**src/tlf_pkg.sv**
```systemverilog
`default_nettype none

package tlf_pkg;

   localparam int MAX_COLUMN = 32;
   localparam int ADDR_W     = $clog2(MAX_COLUMN);
   localparam int FILL_W     = $clog2(MAX_COLUMN + 1);
   localparam int CHAR_W     = 8;
   localparam int CFG_W      = 6;

   localparam logic [CFG_W-1:0]  FOLD_WIDTH_RESET = CFG_W'(30);
   localparam logic [CHAR_W-1:0] CHAR_NL  = 8'd10;
   localparam logic [CHAR_W-1:0] CHAR_SP  = 8'd32;
   localparam logic [CHAR_W-1:0] CHAR_TAB = 8'd9;

   typedef struct packed {
      logic in_ready;
      logic store_now;
      logic take;
      logic emit_data;
      logic emit_break;
   } cmd_type;

   typedef struct packed {
      logic in_valid;
      logic in_is_nl;
      logic in_fold;
      logic more;
      logic out_free;
   } status_type;

endpackage

`default_nettype wire

```
**src/tlf_if.sv**
```systemverilog
`default_nettype none

interface tlf_req_if import tlf_pkg::*; ();
   logic              valid;
   logic              ready;
   logic [CHAR_W-1:0] char_in;

   modport source (output valid, output char_in, input ready);
   modport sink   (input valid, input char_in, output ready);
endinterface

interface tlf_rsp_if import tlf_pkg::*; ();
   logic              valid;
   logic              ready;
   logic [CHAR_W-1:0] char_out;
   logic              last_of_run;

   modport source (output valid, output char_out, output last_of_run, input ready);
   modport sink   (input valid, input char_out, input last_of_run, output ready);
endinterface

`default_nettype wire

```
**src/tlf_ctrl.sv**
```systemverilog
`default_nettype none

module tlf_ctrl import tlf_pkg::*; (
   input  wire logic       clock,
   input  wire logic       reset,
   input  wire status_type status,
   output cmd_type         cmd
);

   typedef enum logic [1:0] {
      S_IDLE,
      S_READ,
      S_EMIT,
      S_BREAK
   } state_type;

   state_type state_ff;
   state_type state_in;

   always_comb begin
      state_in = state_ff;
      cmd      = '0;
      case (state_ff)
         S_IDLE: begin
            cmd.in_ready = 1'b1;
            if (status.in_valid) begin
               if (!status.in_is_nl && !status.in_fold) begin
                  cmd.store_now = 1'b1;
               end else begin
                  cmd.take = 1'b1;
                  state_in = S_READ;
               end
            end
         end
         S_READ: begin
            // read data lands in the registered output of the line store
            state_in = status.more ? S_EMIT : S_BREAK;
         end
         S_EMIT: begin
            if (status.out_free) begin
               cmd.emit_data = 1'b1;
               state_in      = S_READ;
            end
         end
         S_BREAK: begin
            if (status.out_free) begin
               cmd.emit_break = 1'b1;
               state_in       = S_IDLE;
            end
         end
         default: begin
            state_in = S_IDLE;
         end
      endcase
   end

   always_ff @(posedge clock) begin
      if (reset) begin
         state_ff <= S_IDLE;
      end else begin
         state_ff <= state_in;
      end
   end

endmodule

`default_nettype wire

```
**src/tlf_dp.sv**
```systemverilog
`default_nettype none

module tlf_dp import tlf_pkg::*; (
   input  wire logic              clock,
   input  wire logic              reset,
   tlf_req_if.sink                req_ch,
   tlf_rsp_if.source              rsp_ch,
   input  wire logic              csr_wr_en,
   input  wire logic [CFG_W-1:0]  csr_wr_data,
   input  wire cmd_type           cmd,
   output status_type             status
);

   function automatic logic [ADDR_W-1:0] wrap_add(input logic [ADDR_W-1:0] base,
                                                  input logic [FILL_W-1:0] off);
      logic [FILL_W:0] sum;
      sum = {{(FILL_W+1-ADDR_W){1'b0}}, base} + {1'b0, off};
      if (sum >= (FILL_W+1)'(MAX_COLUMN)) begin
         sum = sum - (FILL_W+1)'(MAX_COLUMN);
      end
      return sum[ADDR_W-1:0];
   endfunction

   logic [CHAR_W-1:0] mem [MAX_COLUMN];
   logic [CHAR_W-1:0] rdata_ff;

   logic [CFG_W-1:0]  width_ff;
   logic [FILL_W-1:0] fill_ff;
   logic [FILL_W-1:0] bp_ff;
   logic              pwb_ff;
   logic [ADDR_W-1:0] base_ff;

   logic [CHAR_W-1:0] char_ff;
   logic              nl_ff;
   logic              bpfold_ff;
   logic [FILL_W-1:0] cnt_ff;
   logic [FILL_W-1:0] idx_ff;

   logic              out_valid_ff;
   logic [CHAR_W-1:0] out_char_ff;
   logic              out_last_ff;

   logic [FILL_W-1:0] eff_w;
   logic              in_is_nl;
   logic              bp_ok;
   logic [FILL_W-1:0] cnt_in;
   logic [ADDR_W-1:0] rd_addr;

   logic              do_store;
   logic [FILL_W-1:0] f_sel;
   logic [FILL_W-1:0] f_next;
   logic [ADDR_W-1:0] base_sel;
   logic [FILL_W-1:0] bp_base;
   logic [CHAR_W-1:0] st_char;
   logic              st_blank;
   logic [ADDR_W-1:0] wr_addr;

   always_comb begin
      if (width_ff == '0) begin
         eff_w = FILL_W'(1);
      end else if (width_ff > CFG_W'(MAX_COLUMN)) begin
         eff_w = FILL_W'(MAX_COLUMN);
      end else begin
         eff_w = FILL_W'(width_ff);
      end
   end

   assign in_is_nl = (req_ch.char_in == CHAR_NL);
   assign bp_ok    = (bp_ff != '0) && (bp_ff <= fill_ff);
   assign cnt_in   = (!in_is_nl && bp_ok) ? bp_ff - FILL_W'(1) : fill_ff;
   assign rd_addr  = wrap_add(base_ff, idx_ff);

   assign status.in_valid = req_ch.valid;
   assign status.in_is_nl = in_is_nl;
   assign status.in_fold  = (fill_ff >= eff_w);
   assign status.more     = (idx_ff < cnt_ff);
   assign status.out_free = !out_valid_ff || rsp_ch.ready;

   assign req_ch.ready       = cmd.in_ready;
   assign rsp_ch.valid       = out_valid_ff;
   assign rsp_ch.char_out    = out_char_ff;
   assign rsp_ch.last_of_run = out_last_ff;

   // store step: either a plain buffered byte or the byte that caused a fold
   always_comb begin
      do_store = cmd.store_now || (cmd.emit_break && !nl_ff);
      if (cmd.emit_break) begin
         f_sel    = bpfold_ff ? fill_ff - bp_ff : '0;
         base_sel = bpfold_ff ? wrap_add(base_ff, bp_ff) : base_ff;
         bp_base  = '0;
         st_char  = char_ff;
      end else begin
         f_sel    = fill_ff;
         base_sel = base_ff;
         bp_base  = bp_ff;
         st_char  = req_ch.char_in;
      end
      f_next   = f_sel + FILL_W'(1);
      st_blank = (st_char == CHAR_SP) || (st_char == CHAR_TAB);
      wr_addr  = wrap_add(base_sel, f_sel);
   end

   always_ff @(posedge clock) begin
      if (do_store) begin
         mem[wr_addr] <= st_char;
      end
      rdata_ff <= mem[rd_addr];
   end

   always_ff @(posedge clock) begin
      if (reset) begin
         width_ff     <= FOLD_WIDTH_RESET;
         fill_ff      <= '0;
         bp_ff        <= '0;
         pwb_ff       <= 1'b0;
         base_ff      <= '0;
         out_valid_ff <= 1'b0;
      end else begin
         if (csr_wr_en) begin
            width_ff <= csr_wr_data;
         end
         if (do_store) begin
            fill_ff <= f_next;
            base_ff <= base_sel;
            bp_ff   <= (st_blank && !pwb_ff) ? f_next : bp_base;
            pwb_ff  <= st_blank;
         end else if (cmd.emit_break) begin
            fill_ff <= '0;
            bp_ff   <= '0;
            pwb_ff  <= 1'b0;
         end
         if (cmd.emit_data || cmd.emit_break) begin
            out_valid_ff <= 1'b1;
         end else if (rsp_ch.ready) begin
            out_valid_ff <= 1'b0;
         end
      end
   end

   always_ff @(posedge clock) begin
      if (cmd.take) begin
         char_ff   <= req_ch.char_in;
         nl_ff     <= in_is_nl;
         bpfold_ff <= bp_ok;
         cnt_ff    <= cnt_in;
         idx_ff    <= '0;
      end else if (cmd.emit_data) begin
         idx_ff <= idx_ff + FILL_W'(1);
      end
      if (cmd.emit_data) begin
         out_char_ff <= rdata_ff;
         out_last_ff <= 1'b0;
      end else if (cmd.emit_break) begin
         out_char_ff <= CHAR_NL;
         out_last_ff <= 1'b1;
      end
   end

`ifndef ASSERT_OFF
   a_fill_max: assert property (@(posedge clock) disable iff (reset)
      fill_ff <= FILL_W'(MAX_COLUMN))
      else $error("line fill above capacity");

   a_bp_in_line: assert property (@(posedge clock) disable iff (reset)
      bp_ff <= fill_ff)
      else $error("break point beyond buffered line");

   a_no_overwrite: assert property (@(posedge clock) disable iff (reset)
      (cmd.emit_data || cmd.emit_break) |-> (!out_valid_ff || rsp_ch.ready))
      else $error("output register overwritten while stalled");

   a_plain_store: assert property (@(posedge clock) disable iff (reset)
      cmd.store_now |-> (req_ch.valid && !in_is_nl && (fill_ff < eff_w)))
      else $error("direct store on a newline or fold request");
`endif

endmodule

`default_nettype wire

```
**src/text_line_folder.sv**
```systemverilog
// text_line_folder: folds a byte stream into lines of at most fold_width columns.
// req_ch carries one character per request (valid/ready); rsp_ch returns the
// emitted bytes, with last_of_run set on the final byte caused by a request.
// csr_wr_en/csr_wr_data write fold_width; write it only while the block is idle.
// Ordinary bytes are only buffered: such a request is taken with no response,
// and the next one can follow in the following cycle.
// A newline, or a byte arriving when the line already holds fold_width bytes,
// emits k buffered bytes and a newline: each byte is read from the line store
// into its registered read data, then loaded into the output register; the
// next request is taken only after the newline has been loaded.
// A fold breaks at the start of the last blank run, or hard-breaks the line.
// Each emitted byte takes one read of the line store's separate read port.
// Reset empties the line, clears the break marker and sets fold_width to 30;
// the line store itself is not cleared; unwritten entries are never emitted.
// When the receiver stalls, the output register holds its byte and the
// emission sequence waits; no byte is lost. A final byte waiting in the output
// register does not block the next request.
`default_nettype none

module text_line_folder import tlf_pkg::*; (
   input  wire logic             clock,
   input  wire logic             reset,
   tlf_req_if.sink               req_ch,
   tlf_rsp_if.source             rsp_ch,
   input  wire logic             csr_wr_en,
   input  wire logic [CFG_W-1:0] csr_wr_data
);

   cmd_type    cmd;
   status_type status;

   tlf_ctrl u_ctrl (
      .clock  (clock),
      .reset  (reset),
      .status (status),
      .cmd    (cmd)
   );

   tlf_dp u_dp (
      .clock       (clock),
      .reset       (reset),
      .req_ch      (req_ch),
      .rsp_ch      (rsp_ch),
      .csr_wr_en   (csr_wr_en),
      .csr_wr_data (csr_wr_data),
      .cmd         (cmd),
      .status      (status)
   );

endmodule

`default_nettype wire
```
**src/flat_wrapper.sv**
```systemverilog
// flat-port wrapper written by rule: the top's interface ports become plain ports
module text_line_folder_flat import tlf_pkg::*;
  (clock, reset, csr_wr_en, csr_wr_data, req_ch_valid, req_ch_char_in, req_ch_ready, rsp_ch_valid, rsp_ch_char_out, rsp_ch_last_of_run, rsp_ch_ready);
  tlf_req_if req_ch_i ();
  tlf_rsp_if rsp_ch_i ();
  input  wire logic clock;
  input  wire logic reset;
  input  wire logic csr_wr_en;
  input  wire logic [CFG_W-1:0] csr_wr_data;
  input wire logic [$bits(req_ch_i.valid)-1:0] req_ch_valid;
  input wire logic [$bits(req_ch_i.char_in)-1:0] req_ch_char_in;
  output wire logic [$bits(req_ch_i.ready)-1:0] req_ch_ready;
  output wire logic [$bits(rsp_ch_i.valid)-1:0] rsp_ch_valid;
  output wire logic [$bits(rsp_ch_i.char_out)-1:0] rsp_ch_char_out;
  output wire logic [$bits(rsp_ch_i.last_of_run)-1:0] rsp_ch_last_of_run;
  input wire logic [$bits(rsp_ch_i.ready)-1:0] rsp_ch_ready;
  assign req_ch_i.valid = req_ch_valid;
  assign req_ch_i.char_in = req_ch_char_in;
  assign req_ch_ready = req_ch_i.ready;
  assign rsp_ch_valid = rsp_ch_i.valid;
  assign rsp_ch_char_out = rsp_ch_i.char_out;
  assign rsp_ch_last_of_run = rsp_ch_i.last_of_run;
  assign rsp_ch_i.ready = rsp_ch_ready;
  text_line_folder u_core (.clock(clock), .reset(reset), .req_ch(req_ch_i), .rsp_ch(rsp_ch_i), .csr_wr_en(csr_wr_en), .csr_wr_data(csr_wr_data));
endmodule
```
**config.mk**
```make
export PLATFORM = sky130hd
export DESIGN_NAME = text_line_folder_flat
export DESIGN_NICKNAME = d
export VERILOG_FILES = /design/src/tlf_pkg.sv /design/src/tlf_if.sv /design/src/tlf_ctrl.sv /design/src/tlf_dp.sv /design/src/text_line_folder.sv /design/src/flat_wrapper.sv
export SDC_FILE = /design/constraint.sdc
export NUM_CORES = 1
export LEC_CHECK = 0
export BUFFER_PORTS_ARGS = -buffer_cell sky130_fd_sc_hd__buf_2
export CAP_MARGIN = 20
export CELL_PAD_IN_SITES_DETAIL_PLACEMENT = 1
export CELL_PAD_IN_SITES_GLOBAL_PLACEMENT = 1
export CORE_ASPECT_RATIO = 1.2
export CORE_MARGIN = 1
export CORE_UTILIZATION = 40
export CTS_CLUSTER_DIAMETER = 60
export DETAILED_ROUTE_END_ITERATION = 7
export GPL_TIMING_DRIVEN = 0
export PLACE_DENSITY_LB_ADDON = 0.1
export RECOVER_POWER = 50
export SYNTH_ARGS = -nofsm -noshare
export SYNTH_HDL_FRONTEND = slang
export SYNTH_SLANG_ARGS = --single-unit
```
**constraint.sdc**
```tcl
create_clock -name clock -period 6.62 [get_ports clock]
set_input_delay 1.324 -clock clock [delete_from_list [all_inputs] [get_ports clock]]
set_output_delay 1.324 -clock clock [all_outputs]
set_load 0.05 [all_outputs]
```
Word-level counts from Yosys, hierarchy flattened
Memories as Yosys holds them, arrays and structs flattened. A register that Yosys moved wholly into a read port is not among the register bits. Index checks and enable logic that the tools add are counted.

Register bits after elaboration: 58. Bits in latches: 0. Bits in writable memories: 256. ROM bits: 0. Input bits: 19. Output and inout port bits: 11. Logic and storage cells: 100. Memories: 1.

Memories: u_core.u_dp.mem (words 32, width 8, read ports 1, clocked after memory_dff 1, write ports 1, RTL line tlf_dp.sv:24) `logic [CHAR_W-1:0] mem [MAX_COLUMN];`.

Add/subtract/negate cells: 10. Multiply operators: 0. Div/mod/pow operators: 0. $lt $le $gt $ge: 7. Eq/ne operators: 10. Shift operators: 0. Multiplexer cells: 37. Bitwise operators: 0. Reductions and logical operators: 21.

Operators by type and width (number): two-way mux 6 bit (10); two-way mux 5 bit (5); two-way mux 8 bit (3); adder 5 x 6 -> 7 bit (3); >= comparator 7 x 6 -> 1 bit, second input constant (3); == test 8 x 4 -> 1 bit, second input constant (2); subtractor 5 x 1 -> 5 bit, second input constant (3); adder 6 x 1 -> 6 bit, second input constant (2); two-way mux 1 bit (12); two-way mux 2 bit (5); == test 8 x 6 -> 1 bit, second input constant (1); one-hot mux 2 bit (4 select lines) (1); >= comparator 6 bit (1); greater-than comparator 6 bit, second input constant (1); <= comparator 6 bit (1); zero test 6 bit (1); less-than comparator 6 bit (1); nonzero test 2 bit (3); nonzero test 6 bit (1); subtractor 6 x 1 -> 6 bit, second input constant (1); subtractor 6 bit (1); logical AND 1 bit (5); zero test 1 bit (5); == test 2 bit, second input constant (2); other kinds (7) (12).

Longest topological paths before layout
Depth in word-level cells: 12. Gate-level depth with buffers: 16. Depth with buffers taken out: 14.

Cells and area by module
Synthesis repeated with hierarchy kept, for this count alone.

Cell total of the unflattened synthesis: 845. Area, all modules: 13933.4 um2.

Modules (own cells, without submodules): tlf_dp (instances 1, cells an instance 829, area each 13814.5 um2, seq. area each 9208.8 um2); tlf_ctrl (instances 1, cells an instance 16, area each 118.9 um2, seq. area each 40.0 um2).

Worst setup path after synthesis
OpenSTA, ideal clock, no wires.

Path type: input port to flip-flop. Start: input port rsp_ch_ready. End: memory u_core.u_dp.mem[25][0], enable pin. Library setup time: 383 ps. Arrival: 4641 ps. Path slack: 1596 ps. Stages: 15. Path through: nand2b_1 nand3_1 clkbuf_1 clkbuf_1 nand2_1 o21ai_0 inv_1 fa_1 inv_1 a21o_1 a21oi_1 xnor2_1 xor2_2 buf_6 nor3_1.

Word-level cells in the longest chain between the ends: 7. Elaborated cells between the ends (all ways): 13. Classes of those cells: add/sub (2); order compare (1); mux (7); reduce/logical (3).

RTL lines: start, declared (RTL line flat_wrapper.sv:16) `input wire logic [$bits(rsp_ch_i.ready)-1:0] rsp_ch_ready;`; logical OR 1 bit (*) (RTL line tlf_dp.sv:77) `assign status.out_free = !out_valid_ff || rsp_ch.ready;`; two-way mux 1 bit (*) (RTL line tlf_ctrl.sv:46) `if (status.out_free) begin`; two-way mux 1 bit (*) (RTL line tlf_ctrl.sv:23) `case (state_ff)`; two-way mux 5 bit, or another cell as far along (RTL line tlf_dp.sv:87) `if (cmd.emit_break) begin`; adder 5 x 6 -> 7 bit or logical OR 1 bit (tied branches) (RTL line tlf_dp.sv:17, tlf_dp.sv:86); >= comparator 7 x 6 -> 1 bit, or another cell as far along (RTL line tlf_dp.sv:18) `if (sum >= (FILL_W+1)'(MAX_COLUMN)) begin`; two-way mux 5 bit or two-way mux 1 bit (tied branches) (RTL line tlf_dp.sv:18, tlf_dp.sv:105); end, declared (RTL line tlf_dp.sv:24).

Mark *: on every way between the ends. The rest lies on a longest branch, timed or not.

Final worst setup path
Start: input port rsp_ch_ready. End: memory u_core.u_dp.mem[16][0], enable pin.

Same word-level chain as after synthesis.

==> impl_metrics.tcl <==
set metrics [dict create \
    status "complete, no violations" \
    grt_max_degree 33 \
    dr.max_layer_used "met4" \
    fmax_mhz 170 \
    grt_overflow 0 \
    max_slew_margin_pct 3.24 \
    clk_pin_slew_worst_paths_ns 0.06 \
    fin_tns_setup_ns 0 \
    antenna_cells 0 \
    initial_core_util_pct 40.5 \
    die_w_um 171 \
    root_buffer "clkbuf_16" \
    yosys_warnings 0 \
    post_cts_buffers 0 \
    worst_setup_path_end_kind "flop" \
    min_path_type "reg -> reg" \
    grt_pass1_wl_um 52700 \
    synth_flop_cell "edfxtp_1" \
    worst_path_max_delay_cell "nor3_1" \
    sw_frac_of_total_pct 28.3 \
    power_leakage_nw 5.28 \
    yosysMostFrequentCell "edfxtp_1" \
    comb_power_share_pct 24.0 \
    crit_chain "buf_2 > nand2b_1 > nand3_1 > clkbuf_1 > clkbuf_1 > nand2_1 > o21ai_0 > inv_1 > fa_1 > inv_1 > a21o_1 > a21oi_1 > xnor2_1 > xor2_2 > buf_6 > nor3_1 > buf_2" \
    grt_antenna_before_repair 0 \
    p_int_mw 4.05 \
    synthTopCellsByArea "edfxtp_1 61%, mux4_2 13%, dfxtp_1 6.1%, ha_1 3.0%, nand2_1 1.7%" \
    cp_top_family "buffers and inverters" \
    async_flop_share_pct 0 \
    drive_gt1_share_pct 21.3 \
    grtUsageTotal_pct 21.0 \
    worstHoldStart "u_core.u_dp.rsp_ch.last_of_run$_SDFFE_PP0P_" \
    reg2reg_slack_ns 1.26 \
    design_area_um2 15800 \
    fin_nets 963 \
    met1_length_um 15000 \
    synth_common_cells "280 x edfxtp_1, 80 x mux4_2, 64 x nand2_1, 50 x nor2_1, 42 x dfxtp_1" \
    setup_violations 0 \
    met2_length_um 18200 \
    met3_length_um 1300 \
    cts.sinks 322 \
    rsz0062_at_grt "false" \
    hold_depth 2 \
    io_buffers 27 \
    rows 74 \
    synth_top_area_share_pct 61.2 \
    tightestPinTransition_ns 1.45 \
    worstSetupPathType "in -> reg" \
    slew_violations 0 \
    clockBufferDepth 3 \
    crit_buf_inv 7 \
    clk_latency_ns 0.53 \
    post_drt_wl_per_cell_um 25.4 \
    coreArea_um2 33900 \
    r2r_end "u_core.u_dp.mem[16][0]$_DFFE_PP_" \
    postCtsHoldBufs 0 \
    vias 7585 \
    fin_ws_ns 0.723 \
    syn_avg_cell_area_um2 16.8 \
    synth-edff-count 280 \
    hold_violations 0 \
    p_clk_share_pct 34.6 \
    numCtsBuffers 37 \
    ys_ff_latch 322 \
    drt_wl_total_um 35300 \
    hold_end "u_core.u_dp.rsp_ch.last_of_run$_SDFFE_PP0P_" \
    fin_crit_ns 5.90 \
    fin_worst_skew_ns 0.0242 \
    reg2reg_from "u_core.u_ctrl.state_ff[0]$_SDFFE_PP0P_" \
    max_stage_delay_ns 0.79 \
    maxCapViolations 0 \
    htreeDepth 2 \
    fin_hold_ws_ns 0.493 \
    die_area_um2 35100 \
    post_cts_resized 0 \
    critPathMaxFanout 10 \
    gp_congestion 0.794 \
    ios 30 \
    reg2reg_depth 14 \
    synth.distinct_cells 65 \
    dp_hpwl_um 25500 \
    seq_area_frac_synth_pct 67.3 \
    placed_cells 1320 \
    route.detailed.drc 0 \
    crit_cells 17 \
    dr.first_iter.drc_count 450 \
    critPathLaunchType "primary input" \
    final_cells 1391 \
    fillers 3310 \
    arrival_ns 6.13 \
    crit_required_ns 6.85 \
    avgViaCountPerCell 5.45 \
    placed_area_um2 14700 \
    place_ws_ns 0.105 \
    grt_pass1_vias 8226 \
    p_sw_mw 1.60 \
    layout-area-overhead-vs-synth_pct 14.7 \
    die_y_um 205 \
    synth_area_um2 13700 \
    period_share_pct 89.1 \
    drt_first_pass_iters 4 \
    ir_worst_vdd_mv 0.229 \
    cts_tree "built" \
    pwr-share-seq_pct 41.5 \
    ant_nets 0 \
    synthesis.nets 872 \
    syn_inst 816 \
    power.density_nw_per_um2 359 \
    yosysTopAreaCell "edfxtp_1" \
]
-- placed cells by master, fill, tap and decap left out, types with 3 or more instances in the layout --
cell type   synthesis  routed
nor4_1              3       3
dfxtp_1            42      42
nor2_1             50      51
o31ai_1             3       4
nor3_2              7      11
inv_1              24      24
mux4_2             80      80
clkinv_1            0       7
ha_1               33      33
nor3_1             26      22
o21ai_0            17      17
nand2b_1            5       5
mux2i_1             3       3
clkbuf_1           17      52
or4_1               3       4
or3_1               5       5
nand2_1            64      64
clkinv_2            0       5
nor2b_1             7       7
clkbuf_16           0      38
xnor2_1            16      16
a211o_1             4       4
nand4_1             3       3
buf_2              10      25
fa_1                4       4
edfxtp_1          280     280
buf_4               1       8
clkinv_4            0       3
nor3b_1             3       3
xor2_1              8       8
a21oi_1            23      23
and2_0              0       5
mux2_2             10      10
a21o_1              6       6
clkinvlp_4          0       3
nand3_1             8       8
-- per-stage QoR --
step | util [%] | total power [mW]
2_1_floorplan | - | 3.30
3_3_place_gp | 42.6 | 3.73
3_5_place_dp | 43.4 | 3.77
4_1_cts | 46.8 | 5.73
5_1_grt | 46.5 | 5.87
6_report | 46.5 | 5.65
-- how the worst max path moves through the flow --
| stage | start | end | slack [ns] |
|---|---|---|---|
| after floorplan | rsp_ch_ready | u_core.u_dp.mem[25][0]$_DFFE_PP_ | 1.60 |
| after global placement | rsp_ch_ready | u_core.u_dp.mem[21][4]$_DFFE_PP_ | 0.11 |
| after detailed placement | rsp_ch_ready | u_core.u_dp.mem[17][1]$_DFFE_PP_ | 0.10 |
| after CTS | rsp_ch_ready | u_core.u_dp.mem[17][1]$_DFFE_PP_ | 0.65 |
| after global routing | rsp_ch_ready | u_core.u_dp.mem[17][0]$_DFFE_PP_ | 0.28 |
| final | rsp_ch_ready | u_core.u_dp.mem[16][0]$_DFFE_PP_ | 0.72 |
-- power groups by stage --
stage / clock, mW / combinational [mW] / sequential, mW
2_1_floorplan: 0 / 0.904 / 2.39
3_3_place_gp: 0 / 1.34 / 2.38
3_5_place_dp: 0 / 1.38 / 2.39
4_1_cts: 2.00 / 1.39 / 2.34
5_1_grt: 2.07 / 1.45 / 2.35
6_report: 1.95 / 1.35 / 2.34
-- sequential cells by signal, indices dropped and copies added, names as in the netlist --
name and count:
u_core.u_dp.mem 256, u_core.u_dp.char_ff 8, u_core.u_dp.rdata_ff 8, u_core.u_dp.rsp_ch.char_out 8
u_core.u_dp.bp_ff 6, u_core.u_dp.cnt_ff 6, u_core.u_dp.fill_ff 6, u_core.u_dp.idx_ff 6
u_core.u_dp.width_ff 6, u_core.u_dp.base_ff 5, u_core.u_ctrl.state_ff 2, u_core.u_dp.bpfold_ff 1
u_core.u_dp.nl_ff 1, u_core.u_dp.pwb_ff 1, u_core.u_dp.rsp_ch.last_of_run 1, u_core.u_dp.rsp_ch.valid 1
-- worst register-to-register path: stages, from the launching register on --
cell and delay, ns:
dfxtp_1 0.46, nand3_1 0.41, clkbuf_1 0.35, o31ai_1 0.79, ha_1 0.31, inv_1 0.06
fa_1 0.40, inv_1 0.07, a21o_1 0.10, a21oi_1 0.07, xnor2_1 0.44, xor2_2 0.30
buf_6 0.23, nor3_1 0.79, buf_2 0.31
-- metal layers --
layer	up-vias	global-route usage, %
li1	3391	-
met1	4025	26.9
met2	124	36.5
met3	45	3.11
met4	0	6.47
met5	-	0
-- area by class of cell --
class / instances / area [um2] / area share (%)
timing repair buffer: 52 / 278 / 1.76
clock inverter: 22 / 185 / 1.18
multi-input combinational: 438 / 4260 / 27.0
clock buffer: 45 / 977 / 6.20
inverter: 24 / 90.1 / 0.572
buffer: 32 / 149 / 0.945
sequential: 322 / 9250 / 58.7
tap: 456 / 571 / 3.62
-- cells by family (layout without fill, tap and decap cells) --
kind of cell	count (synthesis)	in the layout	share of synthesized area, %
DFF	322	322	67.3
AOI/OAI and AO/OA	78	78	3.95
muxes	95	95	14.3
and+or+nand+nor	201	201	7.13
buffers and inverters	56	175	1.76
adders and majority gates	37	37	3.59
xor gates and xnor gates	27	27	1.93
Note: power is estimated with default switching activity, not from simulation.
